`src/design/sva_pkg.sv`:
```
`default_nettype none
package sva_pkg;
    localparam int unsigned OpW = 2;

    typedef enum logic [1:0] {
        OP_NOTE_ON  = 2'd0,
        OP_NOTE_OFF = 2'd1,
        OP_ADVANCE  = 2'd2,
        OP_NONE     = 2'd3
    } t_op;

    typedef enum logic [2:0] {
        CFG_CACHE_READY  = 3'd0,
        CFG_LOWEST_ROOT  = 3'd1,
        CFG_HIGHEST_ROOT = 3'd2,
        CFG_ROOT_SPACING = 3'd3,
        CFG_RELEASE_LEN  = 3'd4,
        CFG_SAMPLE_LEN   = 3'd5
    } t_cfg_idx;

    localparam logic [23:0] PosMax = 24'hFFFFFF;
    localparam logic [23:0] EndGuard = 24'd5;

    function automatic logic [14:0] pitch_lookup(input logic [3:0] idx);
        logic [14:0] r;
        begin
            case (idx)
                4'd0:    r = 15'd11585;
                4'd1:    r = 15'd12274;
                4'd2:    r = 15'd13004;
                4'd3:    r = 15'd13777;
                4'd4:    r = 15'd14596;
                4'd5:    r = 15'd15464;
                4'd6:    r = 15'd16384;
                4'd7:    r = 15'd17358;
                4'd8:    r = 15'd18390;
                4'd9:    r = 15'd19484;
                4'd10:   r = 15'd20643;
                4'd11:   r = 15'd21870;
                4'd12:   r = 15'd23170;
                default: r = 15'd0;
            endcase
            return r;
        end
    endfunction
endpackage
`default_nettype wire

```
`src/design/sva_ram.sv`:
```
`default_nettype none
module sva_ram #(
    parameter int unsigned WIDTH = 8,
    parameter int unsigned DEPTH = 8,
    localparam int unsigned AW = (DEPTH > 1) ? $clog2(DEPTH) : 1
) (
    input  wire              i_clk,
    input  wire              i_we,
    input  wire [AW-1:0]     i_waddr,
    input  wire [WIDTH-1:0]  i_wdata,
    input  wire [AW-1:0]     i_raddr,
    output logic [WIDTH-1:0] o_rdata
);
    logic [WIDTH-1:0] r_mem [DEPTH];

    always_ff @(posedge i_clk) begin
        if (i_we) begin
            r_mem[i_waddr] <= i_wdata;
        end
        o_rdata <= r_mem[i_raddr];
    end
endmodule
`default_nettype wire

```
`src/design/sampler_voice_allocator.sv`:
```
// Voice allocator for a sample player.
// Path to m_axis_tvalid: advance S_ARD, S_AWR, S_OUT; note-off S_SCAN, S_PICK, S_OUT;
// note-on S_ROOT, S_SCAN, S_PICK, S_OUT, or only S_OUT while the cache is not ready;
// others S_OUT. One item in flight; the next item is taken the cycle after the result
// register loads. The grid walk (one root per cycle) and the voice scan set the time.
// Reset (sync, active low) clears control state and the active/releasing/written flags.
`default_nettype none
module sampler_voice_allocator
    import sva_pkg::*;
#(
    parameter int unsigned VOICES = 8
) (
    input  wire         i_clk,
    input  wire         i_rst_n,
    // tdata: op[1:0], key[8:2], voice_sel[12:9], consumed[28:13], block_len[41:29]
    input  wire         s_axis_tvalid,
    output logic        s_axis_tready,
    input  wire  [47:0] s_axis_tdata,
    // tdata: accepted[0], chosen_voice[4:1], was_stolen[5], root_note[12:6],
    // pitch_ratio[27:13], released_mask[43:28], voice_live[44], fade_left[60:45]
    output logic        m_axis_tvalid,
    input  wire         m_axis_tready,
    output logic [63:0] m_axis_tdata,
    input  wire         i_cfg_we,
    input  wire  [2:0]  i_cfg_idx,
    input  wire  [23:0] i_cfg_data
);
    localparam int unsigned VW = (VOICES > 1) ? $clog2(VOICES) : 1;
    localparam int unsigned CW = $clog2(VOICES + 1);
    // memory word: key, root, position, fade
    localparam int unsigned MW = 7 + 7 + 24 + 16;

    typedef enum logic [6:0] {
        S_IDLE  = 7'b0000001,
        S_ROOT  = 7'b0000010,
        S_SCAN  = 7'b0000100,
        S_PICK  = 7'b0001000,
        S_ARD   = 7'b0010000,
        S_AWR   = 7'b0100000,
        S_OUT   = 7'b1000000
    } t_state;

    // config
    logic        r_cache_ready;
    logic [6:0]  r_lowest, r_highest;
    logic [3:0]  r_spacing;
    logic [15:0] r_release_len;
    logic [23:0] r_sample_len;

    always_ff @(posedge i_clk) begin
        if (!i_rst_n) begin
            r_cache_ready <= 1'b0;
            r_lowest      <= 7'd24;
            r_highest     <= 7'd84;
            r_spacing     <= 4'd6;
            r_release_len <= 16'd4800;
            r_sample_len  <= 24'd64000;
        end else if (i_cfg_we) begin
            unique case (i_cfg_idx)
                CFG_CACHE_READY:  r_cache_ready <= i_cfg_data[0];
                CFG_LOWEST_ROOT:  r_lowest      <= i_cfg_data[6:0];
                CFG_HIGHEST_ROOT: r_highest     <= i_cfg_data[6:0];
                CFG_ROOT_SPACING: r_spacing     <= i_cfg_data[3:0];
                CFG_RELEASE_LEN:  r_release_len <= i_cfg_data[15:0];
                CFG_SAMPLE_LEN:   r_sample_len  <= i_cfg_data[23:0];
                default: ;
            endcase
        end
    end

    // flags in flip-flops, voice data in memory
    // r_written marks entries loaded by a note-on; for others an advance reads the fade as zero
    logic [VOICES-1:0] r_active, r_releasing, r_written;

    t_state      r_state;
    t_op         r_op;
    logic [6:0]  r_key;
    logic [3:0]  r_sel;
    logic [15:0] r_consumed;
    logic [12:0] r_block_len;
    logic [CW-1:0] r_cnt;          // scan read address counter
    logic [CW-1:0] r_cmp;          // one above the index of data now on read port
    logic [7:0]  r_lower;          // grid walker
    logic [6:0]  r_root;
    logic [VW-1:0] r_pick;
    logic [23:0] r_best_pos;
    logic        r_stolen;
    logic [VOICES-1:0] r_mask;
    logic [63:0] r_res;            // result being built
    logic [63:0] r_out;            // output register
    logic        r_out_valid;

    logic          mem_we;
    logic [VW-1:0] mem_waddr, mem_raddr;
    logic [MW-1:0] mem_wdata, mem_rdata;

    sva_ram #(.WIDTH(MW), .DEPTH(VOICES)) u_ram (
        .i_clk   (i_clk),
        .i_we    (mem_we),
        .i_waddr (mem_waddr),
        .i_wdata (mem_wdata),
        .i_raddr (mem_raddr),
        .o_rdata (mem_rdata)
    );

    logic [6:0]  rd_key;
    logic [23:0] rd_pos;
    logic [15:0] rd_fade;
    assign rd_key  = mem_rdata[53:47];
    assign rd_pos  = mem_rdata[39:16];
    assign rd_fade = mem_rdata[15:0];

    logic [3:0] sp;
    assign sp = (r_spacing == 4'd0) ? 4'd1 : r_spacing;

    // grid walk: r_lower steps up by sp while next root is a grid point <= key and <= cap
    logic [7:0] nxt;
    logic [7:0] cap;
    logic       step_ok;
    assign nxt = r_lower + {4'd0, sp};
    assign cap = (r_highest > r_lowest) ? {1'b0, r_highest} : {1'b0, r_lowest};
    assign step_ok = (nxt <= {1'b0, r_key}) && (nxt <= cap);

    // first idle voice
    logic          any_idle;
    logic [VW-1:0] first_idle;
    always_comb begin
        any_idle   = 1'b0;
        first_idle = '0;
        for (int i = VOICES - 1; i >= 0; i--) begin
            if (!r_active[i]) begin
                any_idle   = 1'b1;
                first_idle = VW'(i);
            end
        end
    end

    // advance computation
    logic        sel_ok;
    logic [VW-1:0] sel_ix;
    logic [24:0] pos_sum;
    logic [23:0] pos_sat;
    logic [24:0] pos_end;
    logic        adv_act, adv_rel;
    logic [15:0] adv_fade;
    logic [23:0] adv_pos;
    assign sel_ok  = ({28'd0, r_sel} < 32'(VOICES));
    assign sel_ix  = r_sel[VW-1:0];
    assign pos_sum = {1'b0, rd_pos} + {9'd0, r_consumed};
    assign pos_sat = pos_sum[24] ? PosMax : pos_sum[23:0];
    assign pos_end = {1'b0, pos_sat} + {1'b0, EndGuard};

    always_comb begin
        adv_act  = r_active[sel_ix];
        adv_rel  = r_releasing[sel_ix];
        adv_fade = r_written[sel_ix] ? rd_fade : 16'd0;
        adv_pos  = rd_pos;
        if (adv_act && r_cache_ready) begin
            if (rd_pos < r_sample_len) begin
                if (adv_rel && r_block_len != 13'd0) begin
                    if (rd_fade <= {3'd0, r_block_len}) begin
                        adv_fade = 16'd0;
                        adv_act  = 1'b0;
                    end else begin
                        adv_fade = rd_fade - {3'd0, r_block_len};
                    end
                end
                adv_pos = pos_sat;
                if (r_consumed == 16'd0 && pos_end >= {1'b0, r_sample_len}) begin
                    adv_act = 1'b0;
                end
            end else begin
                adv_act = 1'b0;
            end
        end
    end

    logic [3:0] semi_idx;
    always_comb begin
        if ({1'b0, r_key} + 8'd6 <= {1'b0, r_root}) begin
            semi_idx = 4'd0;
        end else if ({1'b0, r_key} >= {1'b0, r_root} + 8'd6) begin
            semi_idx = 4'd12;
        end else begin
            semi_idx = 4'(r_key + 7'd6 - r_root);
        end
    end

    // in S_OUT, result register loads once it is empty or being drained
    logic out_load;
    assign out_load = (r_state == S_OUT) && (!r_out_valid || m_axis_tready);

    assign s_axis_tready = (r_state == S_IDLE);
    assign m_axis_tvalid = r_out_valid;
    assign m_axis_tdata  = r_out;

    // note-off: a matching voice gets its fade loaded through the single write port
    logic [VW-1:0] off_ix;
    logic          off_hit;
    assign off_ix  = VW'(r_cmp - 1'b1);
    assign off_hit = (r_state == S_SCAN) && (r_op == OP_NOTE_OFF) && (r_cmp != '0)
                     && r_active[off_ix] && !r_releasing[off_ix] && (rd_key == r_key);

    logic          wr_off;
    assign wr_off = off_hit;

    logic [VW-1:0] cmp_ix;
    assign cmp_ix = off_ix;

    always_comb begin
        mem_we    = 1'b0;
        mem_waddr = r_pick;
        mem_wdata = {r_key, r_root, 24'd0, 16'd0};
        mem_raddr = r_cnt[VW-1:0];
        if (r_state == S_ARD) begin
            mem_raddr = sel_ix;
        end
        if (r_state == S_PICK && r_op == OP_NOTE_ON) begin
            mem_we = 1'b1;
        end else if (r_state == S_AWR && sel_ok) begin
            mem_we    = 1'b1;
            mem_waddr = sel_ix;
            mem_wdata = {rd_key, mem_rdata[46:40], adv_pos, adv_fade};
        end else if (off_hit) begin
            // scan reads one entry ahead, so this write never meets the read
            mem_we    = 1'b1;
            mem_waddr = off_ix;
            mem_wdata = {rd_key, mem_rdata[46:40], rd_pos, r_release_len};
        end
    end

    always_ff @(posedge i_clk) begin
        if (!i_rst_n) begin
            r_state     <= S_IDLE;
            r_active    <= '0;
            r_releasing <= '0;
            r_written   <= '0;
            r_out_valid <= 1'b0;
        end else begin
            r_out_valid <= out_load || (r_out_valid && !m_axis_tready);
            unique case (r_state)
                S_IDLE: begin
                    if (s_axis_tvalid && s_axis_tready) begin
                        r_op        <= t_op'(s_axis_tdata[1:0]);
                        r_key       <= s_axis_tdata[8:2];
                        r_sel       <= s_axis_tdata[12:9];
                        r_consumed  <= s_axis_tdata[28:13];
                        r_block_len <= s_axis_tdata[41:29];
                        r_lower     <= {1'b0, r_lowest};
                        r_cnt       <= '0;
                        r_cmp       <= '0;
                        r_mask      <= '0;
                        r_best_pos  <= '0;
                        r_pick      <= '0;
                        r_res       <= '0;
                        unique case (t_op'(s_axis_tdata[1:0]))
                            OP_NOTE_ON: begin
                                if (r_cache_ready) r_state <= S_ROOT;
                                else               r_state <= S_OUT;
                            end
                            OP_NOTE_OFF: r_state <= S_SCAN;
                            OP_ADVANCE:  r_state <= S_ARD;
                            default:     r_state <= S_OUT;
                        endcase
                    end
                end
                S_ROOT: begin
                    if (step_ok) begin
                        r_lower <= nxt;
                    end else begin
                        if ({1'b0, r_key} <= r_lower) begin
                            r_root <= r_lower[6:0];
                        end else if (nxt > cap) begin
                            r_root <= r_lower[6:0];
                        end else if (({1'b0, r_key} - r_lower) < (nxt - {1'b0, r_key})) begin
                            r_root <= r_lower[6:0];
                        end else begin
                            r_root <= nxt[6:0];
                        end
                        r_state <= S_SCAN;
                    end
                end
                S_SCAN: begin
                    // read address r_cnt, data for r_cmp-1 on port
                    r_cnt <= r_cnt + 1'b1;
                    r_cmp <= r_cnt + 1'b1;
                    if (r_op == OP_NOTE_OFF) begin
                        if (wr_off) begin
                            r_releasing[cmp_ix] <= 1'b1;
                            r_mask[cmp_ix]      <= 1'b1;
                        end
                    end else if (r_cmp != '0) begin
                        // an idle voice wins over the furthest one
                        if (r_cmp == CW'(VOICES) && any_idle) begin
                            r_pick <= first_idle;
                        end else if (rd_pos > r_best_pos) begin
                            r_best_pos <= rd_pos;
                            r_pick     <= cmp_ix;
                        end
                    end
                    if (r_cmp == CW'(VOICES)) begin
                        if (r_op != OP_NOTE_OFF) begin
                            r_stolen <= !any_idle;
                        end
                        r_state <= S_PICK;
                    end
                end
                S_PICK: begin
                    if (r_op == OP_NOTE_ON) begin
                        r_active[r_pick]    <= 1'b1;
                        r_releasing[r_pick] <= 1'b0;
                        r_written[r_pick]   <= 1'b1;
                        r_res[0]     <= 1'b1;
                        r_res[4:1]   <= 4'(r_pick);
                        r_res[5]     <= r_stolen;
                        r_res[12:6]  <= r_root;
                        r_res[27:13] <= pitch_lookup(semi_idx);
                    end else begin
                        r_res[43:28] <= 16'(r_mask);
                    end
                    r_state <= S_OUT;
                end
                S_ARD: begin
                    r_state <= S_AWR;
                end
                S_AWR: begin
                    if (sel_ok) begin
                        r_active[sel_ix] <= adv_act;
                        r_res[44]    <= adv_act;
                        r_res[60:45] <= adv_fade;
                    end
                    r_state <= S_OUT;
                end
                S_OUT: begin
                    // wait here while the previous result is still held
                    if (out_load) begin
                        r_out   <= r_res;
                        r_state <= S_IDLE;
                    end
                end
                default: r_state <= S_IDLE;
            endcase
        end
    end

    // assertions
    a_valid_hold: assert property (@(posedge i_clk) disable iff (!i_rst_n)
        (m_axis_tvalid && !m_axis_tready) |=> m_axis_tvalid)
        else $error("result dropped while stalled");
    a_rel_active: assert property (@(posedge i_clk) disable iff (!i_rst_n)
        (r_state == S_PICK && r_op == OP_NOTE_ON) |=> r_active[$past(r_pick)])
        else $error("allocated voice not active");
    a_out_hold: assert property (@(posedge i_clk) disable iff (!i_rst_n)
        (m_axis_tvalid && !m_axis_tready) |=> $stable(m_axis_tdata))
        else $error("result changed while stalled");
endmodule
`default_nettype wire
```
`config.mk`:
```
export PLATFORM = sky130hd
export DESIGN_NAME = sampler_voice_allocator
export DESIGN_NICKNAME = d
export VERILOG_FILES = /design/src/design/sva_pkg.sv /design/src/design/sva_ram.sv /design/src/design/sampler_voice_allocator.sv
export SDC_FILE = /design/constraint.sdc
export NUM_CORES = 1
export LEC_CHECK = 0
export BUFFER_PORTS_ARGS = -buffer_cell sky130_fd_sc_hd__clkbuf_2
export CAP_MARGIN = 15
export CORE_MARGIN = 2
export CORE_UTILIZATION = 40
export CTS_CLUSTER_DIAMETER = 200
export CTS_CLUSTER_SIZE = 12
export DETAILED_ROUTE_END_ITERATION = 8
export GPL_ROUTABILITY_DRIVEN = 0
export SYNTH_ARGS = -nofsm -noshare
export SYNTH_HDL_FRONTEND = slang
export SYNTH_HIERARCHICAL = 1
export SYNTH_SLANG_ARGS = --single-unit
```
`constraint.sdc`:
```
create_clock -name i_clk -period 7.7 [get_ports i_clk]
set_input_delay 0 -clock i_clk [delete_from_list [all_inputs] [get_ports i_clk]]
set_output_delay 0 -clock i_clk [all_outputs]
set_load 0.02 [all_outputs]
```
==> results_dict.tcl <==
set metrics [dict create \
    cp_num_buf_inv 3 \
    regArea_um2 20100 \
    rsz0062_at_grt "false" \
    drtIter0Drc 1877 \
    start_kind "flop" \
    yosys_warnings 6 \
    drive_gt1_frac 0.149 \
    clock_latency_ns 0.63 \
    ctsHoldBuffers 84 \
    power_leakage_nw 13.2 \
    cp_slowest_cell "edfxtp_1" \
    finClkSkew_ns 0.0442 \
    post_cts_resized 0 \
    min_path_cells 2 \
    slowest_delay_ns 0.83 \
    tightest_slew_ns 1.15 \
    cp.required_ns 7.99 \
    die_height_um 295 \
    antenna_found_initial 14 \
    drc_errors 0 \
    place_ws_ns 1.34 \
    initial_core_util 0.405 \
    power_switching_mw 2.55 \
    grt_first_pass_wirelength_mm 131 \
    clk_pin_slew_worst_paths_ns 0.06 \
    ir_drop_uv 132 \
    worstSetupPathType "reg2reg" \
    dp_hpwl_mm 57.9 \
    setup_viol 0 \
    layout.nets 3070 \
    critPathCaptureType "flop" \
    crit_path_cell_trace "inv_1 > ha_1 > xor2_1 > nor2_1 > o21ai_0 > o21ai_0 > a221oi_1 > and4_1 > buf_4 > or2_2 > nor2_1 > nor3_1 > nand2_1 > nor2_4 > buf_4" \
    io_buffers 127 \
    multi_input_area_um2 12800 \
    rr_startpoint "r_cmp[0]" \
    fin_ws_ns 1.30 \
    fmax_mhz 156 \
    internal_power_mw 6.68 \
    critPathArrivalTime_ns 6.69 \
    clockPowerShare 0.344 \
    combPwrFrac 0.167 \
    die_width_um 295 \
    switching_share 0.276 \
    finalHoldViolCount 0 \
    slew_violations 0 \
    syn_inst 2609 \
    cts_setup_buffers 0 \
    cts_root_buffer "clkbuf_16" \
    postSynthAreaPerCell_um2 13.0 \
    h-tree-depth 3 \
    cpLargestDelayFamily "simple AND/OR/NAND/NOR gates" \
    wl_mm 85.9 \
    wl_per_cell_um 21.5 \
    seq_power_share 0.489 \
    drt_first_pass_iters 6 \
    worstReg2RegEnd "u_ram/r_mem[3][38]" \
    syn_area_um2 33900 \
    area_growth_pct 14.1 \
    p_per_area_nw_per_um2 239 \
    cts_tree "built" \
    io_pins 146 \
    cts_made_buffers 69 \
    r2r_setup_slack_ns 1.30 \
    whs_endpoint "r_key[3]" \
    globalRouteOverflowTotal 0 \
    core_area_um2 83700 \
    dieArea_um2 87000 \
    drv_cap 0 \
    status "complete, no violations" \
    ant_nets 0 \
    finalPower_mw 9.23 \
    hp-class "in2reg" \
    num_vias 22100 \
    rows 106 \
    via_per_inst 5.51 \
    cts.path.max_buffers 3 \
    num-fill-cells 7446 \
    numClockSinks 715 \
    setup-tns-final_ns 0 \
    grt_usage 0.198 \
    grt_max_degree 95 \
    final.min_clock_period_ns 6.40 \
    rr_worst_depth 15 \
    hp-start "s_axis_tdata[5]" \
    grt_pass1_vias 22100 \
    worstPathMaxFanout 39 \
    relSlewSlack 0.226 \
    fin_crit_sh 0.831 \
]
[final cells by class]
cell class / instances / share of cell area
tap: 1134 / 0.0367
timing repair buffer: 242 / 0.0445
clock buffer: 113 / 0.0490
multi-input combinational: 1634 / 0.331
antenna: 11 / 0.000712
clock inverter: 8 / 0.00395
sequential: 715 / 0.520
inverter: 148 / 0.0144
[state kept, by name (all words and copies together), names as in the netlist, 13 cells and up]
register and cells:
r_consumed 16, r_best_pos 24, r_res 52, r_sample_len 24, r_block_len 13, u_ram/o_rdata 47, r_release_len 16, u_ram/r_mem 376
m_axis_tdata 52
[placed cells by master, fill, tap and decap left out, drive strengths merged, types with 13 or more instances in the layout]
master	count
a211oi	13
a21o	39
a21oi	143
a22oi	16
and2	44
and3	13
buf	30
clkbuf	240
dfxtp	138
dlygate4sd3	85
edfxtp	577
ha	172
inv	150
mux2	59
mux2i	40
mux4	96
nand2	190
nand2b	36
nand3	65
nand4	32
nor2	184
nor2b	37
nor3	44
nor4	17
o211ai	13
o21a	29
o21ai	105
o31ai	13
xnor2	45
xor2	34
[worst max path at each step]
stage,end,slack (ns),cells after the start,start
2_1_floorplan,u_ram/r_mem[0][0],0.63,17,r_cmp[0]
3_3_place_gp,u_ram/r_mem[3][25],1.52,15,r_cmp[0]
3_5_place_dp,u_ram/r_mem[3][25],1.34,15,r_cmp[0]
4_1_cts,u_ram/r_mem[3][36],1.36,15,r_cmp[0]
5_1_grt,u_ram/r_mem[3][36],0.82,15,r_cmp[0]
6_report,u_ram/r_mem[3][38],1.30,15,r_cmp[0]
[per-layer routing]
layer	vias up	share of wire	wire length, um	GRT usage
li1	10100	-	-	-
met1	11000	0.42	36300	0.264
met2	767	0.47	40700	0.324
met3	169	0.073	6290	0.0387
met4	12	0.030	2550	0.0653
met5	-	0.00088	76	0
[stage by stage]
stage                util  cell area (um^2)  instances  hold slack (ns)
floorplan               -             33900       2620           0.0989
global placement    0.427             35700       3786            0.179
detailed placement  0.427             35700       3786            0.179
CTS                 0.461             38600       3991           0.0544
global route        0.462             38600       3999           0.0831
finish              0.462             38600       4005           0.0905
[worst register-to-register path, stage by stage, from the launching register on]
cell      delay (ns)
edfxtp_1        0.83
inv_1           0.22
ha_1            0.30
xor2_1          0.61
nor2_1          0.17
o21ai_0         0.11
o21ai_0         0.10
a221oi_1        0.32
and4_1          0.23
buf_4           0.33
or2_2           0.76
nor2_1          0.09
nor3_1          0.53
nand2_1         0.26
nor2_4          0.81
buf_4           0.44
[power by group through the flow]
stage | combinational, mW | sequential, mW | clock, mW
global placement | 1.46 | 4.59 | 0
floorplan | 1.13 | 4.53 | 0
global route | 1.71 | 4.53 | 3.39
finish | 1.54 | 4.51 | 3.18
CTS | 1.54 | 4.51 | 3.25
detailed placement | 1.50 | 4.60 | 0
Note: power is estimated with default switching activity, not from simulation.
